===== config.mk =====
export PLATFORM = sky130hd
export DESIGN_NAME = value_to_rgb_colormap
export DESIGN_NICKNAME = d
export VERILOG_FILES = /design/src/sv/vrc_pkg.sv /design/src/sv/value_to_rgb_colormap.sv
export SDC_FILE = /design/constraint.sdc
export NUM_CORES = 2
export LEC_CHECK = 0
export BUFFER_PORTS_ARGS = -buffer_cell sky130_fd_sc_hd__buf_2
export CAP_MARGIN = 10
export CORE_MARGIN = 10
export CORE_UTILIZATION = 64
export DETAILED_ROUTE_END_ITERATION = 7
export PLACE_DENSITY = 0.81
export SLEW_MARGIN = 20
export SYNTH_ARGS = -nofsm -noshare
export SYNTH_HDL_FRONTEND = slang
export SYNTH_SLANG_ARGS = --single-unit

===== constraint.sdc =====
create_clock -name i_clk -period 8.7 [get_ports i_clk]
set_input_delay 1.305 -clock i_clk [delete_from_list [all_inputs] [get_ports i_clk]]
set_output_delay 1.305 -clock i_clk [all_outputs]
set_load 0.02 [all_outputs]

===== src/sv/vrc_pkg.sv =====
// Shared widths, constants and types of the value to RGB colormap.
package vrc_pkg;

    localparam int FRAC_BITS = 16;                // fraction bits of the normalized value
    localparam int DATA_W    = 32;                // sample and bound width
    localparam int NUM_W     = DATA_W + 1;        // exact difference width
    localparam int REM_W     = NUM_W + 1;         // divider remainder width
    localparam int Q_W       = FRAC_BITS + 1;     // normalized value, 0 to 1.5
    localparam int PROD_W    = Q_W + 10;          // ramp product width

    localparam logic [Q_W-1:0] C_E1  = Q_W'(1 << (FRAC_BITS - 3));
    localparam logic [Q_W-1:0] C_E3  = Q_W'(3 << (FRAC_BITS - 3));
    localparam logic [Q_W-1:0] C_E5  = Q_W'(5 << (FRAC_BITS - 3));
    localparam logic [Q_W-1:0] C_E7  = Q_W'(7 << (FRAC_BITS - 3));
    localparam logic [Q_W-1:0] C_E8  = Q_W'(8 << (FRAC_BITS - 3));
    localparam logic [Q_W-1:0] C_E9  = Q_W'(9 << (FRAC_BITS - 3));
    localparam logic [Q_W-1:0] C_E10 = Q_W'(10 << (FRAC_BITS - 3));
    localparam logic [Q_W-1:0] C_E12 = Q_W'(12 << (FRAC_BITS - 3));

    localparam logic [9:0] SLOPE      = 10'd1020;
    localparam logic [7:0] LVL_ZERO   = 8'd0;
    localparam logic [7:0] LVL_FULL   = 8'd255;
    localparam logic [7:0] LVL_DARK   = 8'd128;

    localparam logic [DATA_W-1:0] RST_LOW  = DATA_W'(0);
    localparam logic [DATA_W-1:0] RST_HIGH = DATA_W'(65536);

    typedef enum logic [1:0] {
        CFG_LOW_BOUND  = 2'd0,
        CFG_HIGH_BOUND = 2'd1,
        CFG_PAST_MAX   = 2'd2
    } t_cfg_idx;

    // One color channel before the slope multiply.
    typedef struct packed {
        logic           is_ramp;
        logic [7:0]     level;
        logic [Q_W-1:0] delta;
    } t_chan;

endpackage


===== src/sv/value_to_rgb_colormap.sv =====
// Value to RGB jet colormap: normalize, restoring divide, clamp, segment select, ramp.
// Throughput: one word per cycle; one quotient bit per pipeline stage, 17 divider stages.
// A stall holds only the full stages ahead of the first empty one, so bubbles are filled.
// Reset (synchronous, active low) empties the pipeline and sets the bounds to 0 and 1.0
// and the over-range mode to the magenta-to-white extension.
module value_to_rgb_colormap (
    input  logic                        i_clk,
    input  logic                        i_rst_n,
    input  logic                        i_in_valid,
    output logic                        o_in_ready,
    input  logic [vrc_pkg::DATA_W-1:0]  i_sample_value,
    output logic                        o_out_valid,
    input  logic                        i_out_ready,
    output logic [7:0]                  o_red,
    output logic [7:0]                  o_green,
    output logic [7:0]                  o_blue,
    input  logic                        i_cfg_valid,
    output logic                        o_cfg_ready,
    input  logic [1:0]                  i_cfg_index,
    input  logic [vrc_pkg::DATA_W-1:0]  i_cfg_data
);
    import vrc_pkg::*;

    localparam int ST_A   = 0;
    localparam int ST_B   = 1;
    localparam int ST_D0  = 2;
    localparam int ST_CL  = ST_D0 + Q_W + 1;
    localparam int ST_SEG = ST_CL + 1;
    localparam int ST_OUT = ST_SEG + 1;
    localparam int NST    = ST_OUT + 1;

    // Configuration registers.
    logic [DATA_W-1:0] r_low;
    logic [DATA_W-1:0] r_high;
    logic              r_past;

    // Handshake of the stage chain.
    logic [NST-1:0] r_vld;
    logic [NST-1:0] w_rdy;
    logic [NST-1:0] w_vin;

    // Stage A: differences.
    logic [NUM_W-1:0] r_a_num;
    logic [NUM_W-1:0] r_a_den;

    // Stage B: magnitudes and special cases.
    logic [NUM_W-1:0] r_b_an;
    logic [NUM_W-1:0] r_b_ad;
    logic             r_b_sat;
    logic             w_num_neg;
    logic             w_den_neg;
    logic             w_den_zero;
    logic             w_zero_c;
    logic             w_sat_c;
    logic [NUM_W-1:0] w_an;
    logic [NUM_W-1:0] w_ad;

    // Divider stages; entry 0 is the divider input.
    logic [REM_W-1:0] r_rem [0:Q_W];
    logic [NUM_W-1:0] r_ad  [0:Q_W];
    logic [Q_W-1:0]   r_q   [0:Q_W];
    logic             r_sat [0:Q_W];

    // Clamp, segment and output stages.
    logic [Q_W-1:0]    r_c;
    t_chan             r_red_ch;
    t_chan             r_grn_ch;
    t_chan             r_blu_ch;
    t_chan             n_red_ch;
    t_chan             n_grn_ch;
    t_chan             n_blu_ch;
    logic [PROD_W-1:0] w_red_prod;
    logic [PROD_W-1:0] w_grn_prod;
    logic [PROD_W-1:0] w_blu_prod;
    logic [7:0]        r_red;
    logic [7:0]        r_green;
    logic [7:0]        r_blue;

    assign o_cfg_ready = 1'b1;

    always_ff @(posedge i_clk) begin
        if (!i_rst_n) begin
            r_low  <= RST_LOW;
            r_high <= RST_HIGH;
            r_past <= 1'b1;
        end else if (i_cfg_valid) begin
            case (t_cfg_idx'(i_cfg_index))
                CFG_LOW_BOUND:  r_low  <= i_cfg_data;
                CFG_HIGH_BOUND: r_high <= i_cfg_data;
                CFG_PAST_MAX:   r_past <= i_cfg_data[0];
                default: ;
            endcase
        end
    end

    // A stage takes a new word when it is empty or its successor moves on.
    assign w_vin = {r_vld[NST-2:0], i_in_valid};

    always_comb begin
        w_rdy[NST-1] = !r_vld[NST-1] || i_out_ready;
        for (int k = NST - 2; k >= 0; k--) begin
            w_rdy[k] = !r_vld[k] || w_rdy[k+1];
        end
    end

    always_ff @(posedge i_clk) begin
        if (!i_rst_n) begin
            r_vld <= '0;
        end else begin
            for (int k = 0; k < NST; k++) begin
                if (w_rdy[k]) begin
                    r_vld[k] <= w_vin[k];
                end
            end
        end
    end

    assign o_in_ready = w_rdy[ST_A];

    always_ff @(posedge i_clk) begin
        if (w_rdy[ST_A]) begin
            r_a_num <= {i_sample_value[DATA_W-1], i_sample_value} - {r_low[DATA_W-1], r_low};
            r_a_den <= {r_high[DATA_W-1], r_high} - {r_low[DATA_W-1], r_low};
        end
    end

    // A zero range saturates when the sample is at or above the low bound.
    always_comb begin
        w_num_neg  = r_a_num[NUM_W-1];
        w_den_neg  = r_a_den[NUM_W-1];
        w_den_zero = (r_a_den == '0);
        w_an       = w_num_neg ? (NUM_W'(0) - r_a_num) : r_a_num;
        w_ad       = w_den_neg ? (NUM_W'(0) - r_a_den) : r_a_den;
        w_sat_c    = w_den_zero && !w_num_neg;
        w_zero_c   = w_den_zero ? w_num_neg
                                : ((r_a_num == '0) || (w_num_neg != w_den_neg));
    end

    // Forced cases divide zero by one so the divider stays harmless.
    always_ff @(posedge i_clk) begin
        if (w_rdy[ST_B]) begin
            r_b_an  <= (w_zero_c || w_sat_c) ? NUM_W'(0) : w_an;
            r_b_ad  <= (w_zero_c || w_sat_c) ? NUM_W'(1) : w_ad;
            r_b_sat <= w_sat_c;
        end
    end

    // A quotient of two or more saturates; below that 17 bits hold it.
    always_ff @(posedge i_clk) begin
        if (w_rdy[ST_D0]) begin
            r_rem[0] <= {1'b0, r_b_an};
            r_ad[0]  <= r_b_ad;
            r_q[0]   <= '0;
            r_sat[0] <= r_b_sat || ({1'b0, r_b_an} >= {r_b_ad, 1'b0});
        end
    end

    // Restoring division, one quotient bit per stage; the remainder stays below
    // twice the divisor, so the shifted remainder fits.
    for (genvar j = 0; j < Q_W; j++) begin : g_div
        logic             w_ge;
        logic [REM_W-1:0] w_dif;

        assign w_ge  = (r_rem[j] >= {1'b0, r_ad[j]});
        assign w_dif = w_ge ? (r_rem[j] - {1'b0, r_ad[j]}) : r_rem[j];

        always_ff @(posedge i_clk) begin
            if (w_rdy[ST_D0+1+j]) begin
                r_rem[j+1] <= {w_dif[REM_W-2:0], 1'b0};
                r_ad[j+1]  <= r_ad[j];
                r_q[j+1]   <= {r_q[j][Q_W-2:0], w_ge};
                r_sat[j+1] <= r_sat[j];
            end
        end
    end

    always_ff @(posedge i_clk) begin
        if (w_rdy[ST_CL]) begin
            r_c <= (r_sat[Q_W] || (r_q[Q_W] > C_E12)) ? C_E12 : r_q[Q_W];
        end
    end

    // Segment select of the jet ramp and its over-range extension.
    always_comb begin
        n_red_ch = '{is_ramp: 1'b0, level: LVL_ZERO, delta: '0};
        n_grn_ch = '{is_ramp: 1'b0, level: LVL_ZERO, delta: '0};
        n_blu_ch = '{is_ramp: 1'b0, level: LVL_ZERO, delta: '0};
        if (r_c < C_E1) begin
            n_blu_ch = '{is_ramp: 1'b1, level: LVL_ZERO, delta: r_c + C_E1};
        end else if (r_c < C_E3) begin
            n_grn_ch = '{is_ramp: 1'b1, level: LVL_ZERO, delta: r_c - C_E1};
            n_blu_ch.level = LVL_FULL;
        end else if (r_c < C_E5) begin
            n_red_ch = '{is_ramp: 1'b1, level: LVL_ZERO, delta: r_c - C_E3};
            n_grn_ch.level = LVL_FULL;
            n_blu_ch = '{is_ramp: 1'b1, level: LVL_ZERO, delta: C_E5 - r_c};
        end else if (r_c < C_E7) begin
            n_red_ch.level = LVL_FULL;
            n_grn_ch = '{is_ramp: 1'b1, level: LVL_ZERO, delta: C_E7 - r_c};
        end else if (r_c < C_E8) begin
            n_red_ch = '{is_ramp: 1'b1, level: LVL_ZERO, delta: C_E9 - r_c};
        end else if (r_past) begin
            if (r_c < C_E9) begin
                n_red_ch = '{is_ramp: 1'b1, level: LVL_ZERO, delta: r_c - C_E7};
                n_blu_ch = '{is_ramp: 1'b1, level: LVL_ZERO, delta: r_c - C_E8};
            end else if (r_c < C_E10) begin
                n_red_ch.level = LVL_FULL;
                n_blu_ch = '{is_ramp: 1'b1, level: LVL_ZERO, delta: r_c - C_E8};
            end else if (r_c < C_E12) begin
                n_red_ch.level = LVL_FULL;
                n_grn_ch = '{is_ramp: 1'b1, level: LVL_ZERO, delta: r_c - C_E10};
                n_blu_ch.level = LVL_FULL;
            end else begin
                n_red_ch.level = LVL_FULL;
                n_grn_ch.level = LVL_FULL;
                n_blu_ch.level = LVL_FULL;
            end
        end else begin
            n_red_ch.level = LVL_DARK;
        end
    end

    always_ff @(posedge i_clk) begin
        if (w_rdy[ST_SEG]) begin
            r_red_ch <= n_red_ch;
            r_grn_ch <= n_grn_ch;
            r_blu_ch <= n_blu_ch;
        end
    end

    // The slope of 1020 per unit, truncated to the integer part.
    assign w_red_prod = PROD_W'(r_red_ch.delta) * PROD_W'(SLOPE);
    assign w_grn_prod = PROD_W'(r_grn_ch.delta) * PROD_W'(SLOPE);
    assign w_blu_prod = PROD_W'(r_blu_ch.delta) * PROD_W'(SLOPE);

    always_ff @(posedge i_clk) begin
        if (w_rdy[ST_OUT]) begin
            r_red   <= r_red_ch.is_ramp ? w_red_prod[FRAC_BITS+7:FRAC_BITS] : r_red_ch.level;
            r_green <= r_grn_ch.is_ramp ? w_grn_prod[FRAC_BITS+7:FRAC_BITS] : r_grn_ch.level;
            r_blue  <= r_blu_ch.is_ramp ? w_blu_prod[FRAC_BITS+7:FRAC_BITS] : r_blu_ch.level;
        end
    end

    assign o_out_valid = r_vld[ST_OUT];
    assign o_red       = r_red;
    assign o_green     = r_green;
    assign o_blue      = r_blue;

endmodule


## After elaboration in Yosys (flattened, before gate mapping)

Memory sizes are Yosys's and may differ from the RTL's.
Index checks and enable logic that the tools add are counted.

- Register bits: 340
- Memory bits (writable): 1530
- Bits of input ports: 71
- Word-level logic and storage cells: 271
- Memories kept: 4

- Add/sub/neg operators: 30
- $mul: 3
- Magnitude comparators: 27
- Eq/ne operators: 3
- Multiplexer cells: 94
- Bitwise gates (word level): 2
- Reductions and logical operators: 62

Memories:

| memory | words | bits a word | read ports | clocked after memory_dff | write ports | line | text |
|---|---|---|---|---|---|---|---|
| r_rem | 18 | 34 | 17 | 0 | 18 | value_to_rgb_colormap.sv:59 | `logic [REM_W-1:0] r_rem [0:Q_W];` |
| r_ad | 18 | 33 | 17 | 0 | 18 | value_to_rgb_colormap.sv:60 | `logic [NUM_W-1:0] r_ad [0:Q_W];` |
| r_q | 18 | 17 | 18 | 0 | 18 | value_to_rgb_colormap.sv:61 | `logic [Q_W-1:0] r_q [0:Q_W];` |
| r_sat | 18 | 1 | 18 | 0 | 18 | value_to_rgb_colormap.sv:62 | `logic r_sat [0:Q_W];` |

Operators by type and width:

| operator | count |
|---|---|
| >= comparator 34 x 33 -> 1 bit | 17 |
| 2-to-1 mux 33 bit | 17 |
| subtractor 33 bit | 17 |
| 2-to-1 mux 26 bit | 13 |
| 2-to-1 mux 17 bit | 8 |
| 2-to-1 mux 8 bit | 10 |
| less-than comparator 17 bit (second input constant) | 4 |
| zero test 33 bit | 2 |
| multiplier 17 x 8 -> 22 bit (second input constant) | 3 |
| subtractor 1 x 33 -> 33 bit (first input constant) | 2 |
| subtractor 32 x 32 -> 33 bit | 2 |
| 2-to-1 mux 32 bit | 2 |
| 2-to-1 mux 1 bit | 44 |
| >= comparator 33 x 34 -> 1 bit | 1 |
| less-than comparator 17 x 16 -> 1 bit (second input constant) | 2 |
| subtractor 16 x 17 -> 17 bit (first input constant) | 2 |
| subtractor 17 bit (second input constant) | 2 |
| logical OR 1 bit | 27 |
| zero test 1 bit | 24 |
| adder 17 x 14 -> 17 bit (second input constant) | 1 |
| > comparator 17 bit (second input constant) | 1 |
| less-than comparator 17 x 14 -> 1 bit (second input constant) | 1 |
| less-than comparator 17 x 15 -> 1 bit (second input constant) | 1 |
| subtractor 17 x 14 -> 17 bit (second input constant) | 1 |
| other kinds (12) | 17 |

## Depth between registers and ports, before layout

- Word-level depth: 24
- Gate-level depth with buffers: 20
- Gate-level depth less buffers: 20

## Worst setup path after synthesis

OpenSTA, ideal clock, no wires.

- Path type: input-to-reg
- From: in i_out_ready
- To: mem r_ad[10][0] (netlist bit) (enable)
- Arrival: 6.528 ns
- Setup slack: 1.039 ns
- Cell stages on the path: 7
- Path buffers: 0
- Path through: nor2b_1 -> nand3_1 -> nor2_1 -> and2_1 -> nand2_1 -> nor2_1 -> nand4_1

RTL lines:

| item | line | text |
|---|---|---|
| from (decl) | value_to_rgb_colormap.sv:13 | `input logic i_out_ready,` |
| to (decl) | value_to_rgb_colormap.sv:60 |  |

## Final worst setup path

- From: in i_out_ready
- To: out o_in_ready

- Word-level cells in the longest chain between the ends: 23

RTL lines:

| item | line | text |
|---|---|---|
| logical OR 1 bit | value_to_rgb_colormap.sv:100 | `w_rdy[NST-1] = !r_vld[NST-1] \|\| i_out_ready;` |
| logical OR 1 bit (5 in series) | value_to_rgb_colormap.sv:102 | `w_rdy[k] = !r_vld[k] \|\| w_rdy[k+1];` |
| named net w_rdy[17] | value_to_rgb_colormap.sv:39 | `logic [NST-1:0] w_rdy;` |
| logical OR 1 bit (17 in series) | value_to_rgb_colormap.sv:102 |  |
| to (decl) | value_to_rgb_colormap.sv:10 | `output logic o_in_ready,` |

The timed path passes the listed nets, and every way through them passes these cells.

==> results.txt <==
----------------------------------------------------
[Status]
  Outcome ... complete, no violations

[Floorplanning]
  Count of pins on the block boundary ... 98
  Horiz. Die Dim ... 409.8 µm
  Std-Cell Core Area ... 150500 µm²
  Die ar. ... 167900 µm²
  Number of placement rows ... 142
  Effective utilization at floorplan ... 64.61%
  Floorplan die height ... 409.8 µm

[Global routing]
  Met3 routing resource usage after global routing ... 3.465%
  Number of global-route vias before repair ... 66.74k
  Grt peak-use layer ... met2
  GR met1 Demand/Resource ... 31.70%
  Met2 routing resource usage after global routing ... 46.83%
  First-pass GRT wire length ... 353.5 mm
  Antenna violations before repair ... 3
  Largest net degree at the start of global routing ... 89
  All-layer global routing usage ... 26.10%
  Overall overflow remaining after global route ... 0

[Route]
  Antenna-violating nets left ... 0
  Via/cell ratio ... 6.019
  Wire length per cell ... 19.85 µm
  Routed Wire Length ... 222.7 mm
  DRC viols ... 0
  Count of vias placed by the detailed router ... 67.51k
  Total iterations of the first detailed-routing run ... 6
  First-iteration detailed-routing DRC count ... 5515

[STA]
  Final count of negative-setup-slack endpoints ... 0
  Time the worst path needs with I/O delays and setup ... 6634 ps
  Maximum clock frequency ... 150.7 MHz
  Accumulated negative setup slack ... 0 ps
  Final period util ... 76.25%
  Transition time at the pin with the least slew margin ... 1105 ps
  Worst clock skew ... 32.05 ps
  Setup repair after global routing missed its margin ... false
  Final count of hold timing violations ... 0
  Max transition margin ... 26.34%
  Final Slew Violations ... 0

[CTS]
  Clk root buf ... sky130_fd_sc_hd__clkbuf_16
  H-tree depth ... 4
  CTS buffer count ... 165
  Clock network latency to the later pin of the worst-skew pair ... 800 ps
  Hold-fix buffer count after cts ... 0
  Number of sinks handled by clock tree synthesis ... 1613
  CTS tree ... built
  Setup Buffers After CTS ... 0
  Clock Path Buffers ... 3
  Gates resized, CTS repair ... 0
  Clock slew seen by the registers of the worst setup and hold paths ... 60 ps

[Final layout]
  Share of layout cells above drive strength 1 ... 7.001%
  Area of the multi-input gates ... 44770 µm²
  Growth of design area from synthesis to finish ... 8.507%
  Sequential cell area ... 47560 µm²
  Total of fill cells in the finished design ... 10.69k
  Number of nets in the layout ... 10.13k

[Synth]
  Seq/Total Area, Yosys ... 48.91%
  Asr flop ratio synth ... 0%
  Post-synthesis instance area ... 97230 µm²
  Synth area leader ... sky130_fd_sc_hd__edfxtp_1
  Top area cells in the synthesized netlist ... sky130_fd_sc_hd__edfxtp_1 47%, sky130_fd_sc_hd__ha_1 9.8%, sky130_fd_sc_hd__fa_1 4.9%
  Number of enable-type register cells in the synthesized netlist ... 1525
  Syn avg cell area ... 10.88 µm²
  Netlist cell types ... 89
  Number of synthesis warnings ... 0
  Commonest register cell after synthesis ... sky130_fd_sc_hd__edfxtp_1
  Register bit total from synthesis ... 1613
  Synth top area share ... 47.10%
  Post-Synthesis Net Count ... 10.01k
  Cell count after synthesis ... 8936

[Critical path]
  Delay of the slowest cell on the worst path ... 550 ps
  Worst r2r path cells ... 19
  Startpoint type of the worst setup path ... primary input
  Crit. Startpoint ... i_out_ready
  Worst path cell trace ... buf_2 -> nor2b_1 -> nand3_1 -> nor2_1 -> and2_1 -> clkinv_2 -> nor2_1 -> and2_0 -> and4_1 -> and2_1 -> and3_1 -> nand2_2 -> buf_4 -> buf_2
  Category of the most critical setup path ... primary input to output pin
  Worst Path Required ... 7390 ps
  Critical path depth in cells ... 14
  R2r setup slk ... 3010 ps
  Largest fanout on the critical path ... 25
  Buffers and inverters on the worst path ... 4
  Cell with the largest stage delay on the worst path ... sky130_fd_sc_hd__nor2_1
  Gate family responsible for the most delay along the worst path ... simple AND/OR/NAND/NOR gates
  Worst setup EP type ... output pin
  Startpoint of the worst-slack reg-to-reg timing path ... r_grn_ch[8]$_SDFFCE_PP0P_
  Crit Reg-Reg Endpoint ... o_green[6]$_DFFE_PP_
  Crit path DAT ... 5330 ps
  Critical path destination ... o_in_ready

[Place]
  Estimated wirelength of the detail-placed design ... 169.6 mm
  Final GP Congestion ... 0.9221
  Number of I/O port buffers ... 96

[Flow run]
  Max Cap Viol ... 0

[Min path]
  Worst Hold Class ... flop to flop

----------------------------------------------------
-- cell usage in the layout (no fill, tap or decap), types with 155 or more instances in the layout --
master,n
sky130_fd_sc_hd__a21o_1,270
sky130_fd_sc_hd__o21ai_0,618
sky130_fd_sc_hd__inv_1,1153
sky130_fd_sc_hd__fa_1,237
sky130_fd_sc_hd__nand2_1,751
sky130_fd_sc_hd__mux2_2,155
sky130_fd_sc_hd__xor2_1,253
sky130_fd_sc_hd__edfxtp_1,1525
sky130_fd_sc_hd__nor2_1,442
sky130_fd_sc_hd__xnor2_1,310
sky130_fd_sc_hd__a21oi_1,557
sky130_fd_sc_hd__clkbuf_16,170
sky130_fd_sc_hd__ha_1,761
-- sequential cells by signal, summed over array words and instances (netlist names), 8 cells and up --
name and cells:
o_blue 8, r_ad 561, r_grn_ch 19, r_b_an 33, r_a_den 33, r_low 32
r_rem 561, r_sat 18, r_blu_ch 19, o_green 8, r_vld 23, r_c 17
r_b_ad 33, r_q 153, r_a_num 33, r_high 32, r_red_ch 20, o_red 8
-- per-stage QoR --
step                      std cells  hold slack (ps)  setup WS, ps  area, µm²  util, %
after floorplan                8936            400.3          1039      97230        -
after global placement        10910            400.2          2323      99970    66.43
after detailed placement      10910            404.5          2166      99970    66.43
after CTS                     11213            414.4          2114     105400    70.07
after global routing          11215            410.2          1756     105500    70.10
final                         11217            411.7          2066     105500    70.11
-- synthesized netlist by cell type, types with 28 or more instances --
library cell,count
sky130_fd_sc_hd__o31a_1,29
sky130_fd_sc_hd__a211oi_1,51
sky130_fd_sc_hd__a21boi_0,82
sky130_fd_sc_hd__o21ai_0,618
sky130_fd_sc_hd__a21o_1,270
sky130_fd_sc_hd__clkbuf_1,157
sky130_fd_sc_hd__o31ai_1,69
sky130_fd_sc_hd__xor2_1,253
sky130_fd_sc_hd__nor2_1,444
sky130_fd_sc_hd__fa_1,237
sky130_fd_sc_hd__and2_1,58
sky130_fd_sc_hd__nand3_1,124
sky130_fd_sc_hd__or3_1,47
sky130_fd_sc_hd__edfxtp_1,1525
sky130_fd_sc_hd__and3_1,69
sky130_fd_sc_hd__inv_1,1163
sky130_fd_sc_hd__mux2_2,155
sky130_fd_sc_hd__nand2b_1,116
sky130_fd_sc_hd__dfxtp_1,88
sky130_fd_sc_hd__o211ai_1,28
sky130_fd_sc_hd__nor4_1,32
sky130_fd_sc_hd__a21oi_1,557
sky130_fd_sc_hd__o21bai_1,78
sky130_fd_sc_hd__nand4_1,70
sky130_fd_sc_hd__xnor2_1,310
sky130_fd_sc_hd__a31oi_1,76
sky130_fd_sc_hd__or2_2,29
sky130_fd_sc_hd__nand2_1,760
sky130_fd_sc_hd__nor3_1,126
sky130_fd_sc_hd__o21a_1,113
sky130_fd_sc_hd__nor2b_1,101
sky130_fd_sc_hd__ha_1,761
-- worst reg2reg max path, stage by stage (launching register included) --
cell                        delay [ps]
sky130_fd_sc_hd__edfxtp_1          520
sky130_fd_sc_hd__fa_1              610
sky130_fd_sc_hd__inv_1              80
sky130_fd_sc_hd__fa_1              540
sky130_fd_sc_hd__inv_1              60
sky130_fd_sc_hd__fa_1              530
sky130_fd_sc_hd__inv_1              50
sky130_fd_sc_hd__fa_1              520
sky130_fd_sc_hd__inv_1              40
sky130_fd_sc_hd__ha_1              290
sky130_fd_sc_hd__and4_1            190
sky130_fd_sc_hd__a2111oi_0         390
sky130_fd_sc_hd__nand2_1            90
sky130_fd_sc_hd__a31oi_1           210
sky130_fd_sc_hd__o31a_1            240
sky130_fd_sc_hd__o21ai_0           220
sky130_fd_sc_hd__nor2_1            230
sky130_fd_sc_hd__nor2b_1            80
sky130_fd_sc_hd__or3_1             310
sky130_fd_sc_hd__a31o_2            230
-- cell type report --
type	count	area share [%]
Sequential cell	1613	45.08
Multi-Input combinational cell	5985	42.44
Clock buffer	209	4.285
Inverter	1163	4.140
Tap cell	2016	2.391
Clock inverter	94	0.9001
Timing Repair Buffer	135	0.7638
Antenna cell	2	0.004744
-- how the worst min path moves through the flow --
stage,from,to,slack [ps],cells past startpoint
floorplan,r_q[9][0]$_DFFE_PP_,r_q[10][1]$_DFFE_PP_,400,0
global placement,r_q[7][4]$_DFFE_PP_,r_q[8][5]$_DFFE_PP_,400,0
detailed placement,r_q[13][1]$_DFFE_PP_,r_q[14][2]$_DFFE_PP_,400,0
CTS,r_q[13][0]$_DFFE_PP_,r_q[14][1]$_DFFE_PP_,410,0
global route,r_q[2][0]$_DFFE_PP_,r_q[3][1]$_DFFE_PP_,410,0
finish,r_q[2][0]$_DFFE_PP_,r_q[3][1]$_DFFE_PP_,410,0
-- cell families (layout without fill, tap and decap cells) --
kind of cell | count (synthesis) | after routing | synth area share (%)
and+or+nand+nor | 2064 | 2064 | 10.08
other | 1 | 3 | 0.003857
AOI/OAI and AO/OA | 2187 | 2187 | 14.11
muxes | 172 | 172 | 1.970
adders and majority gates | 998 | 998 | 14.67
buffers and inverters | 1338 | 1601 | 5.177
xor gates and xnor gates | 563 | 563 | 5.071
DFF | 1613 | 1613 | 48.91
-- per-layer routing --
| metal | wire length, µm | share of wire (%) |
|---|---|---|
| met3 | 12050 | 5.4 |
| met1 | 87720 | 39 |
| met4 | 9430 | 4.2 |
| met2 | 113400 | 51 |
| met5 | 29 | 0.013 |
Power is not shown: default switching activity piles up to over one toggle a cycle in this logic, so the estimate is an artifact.
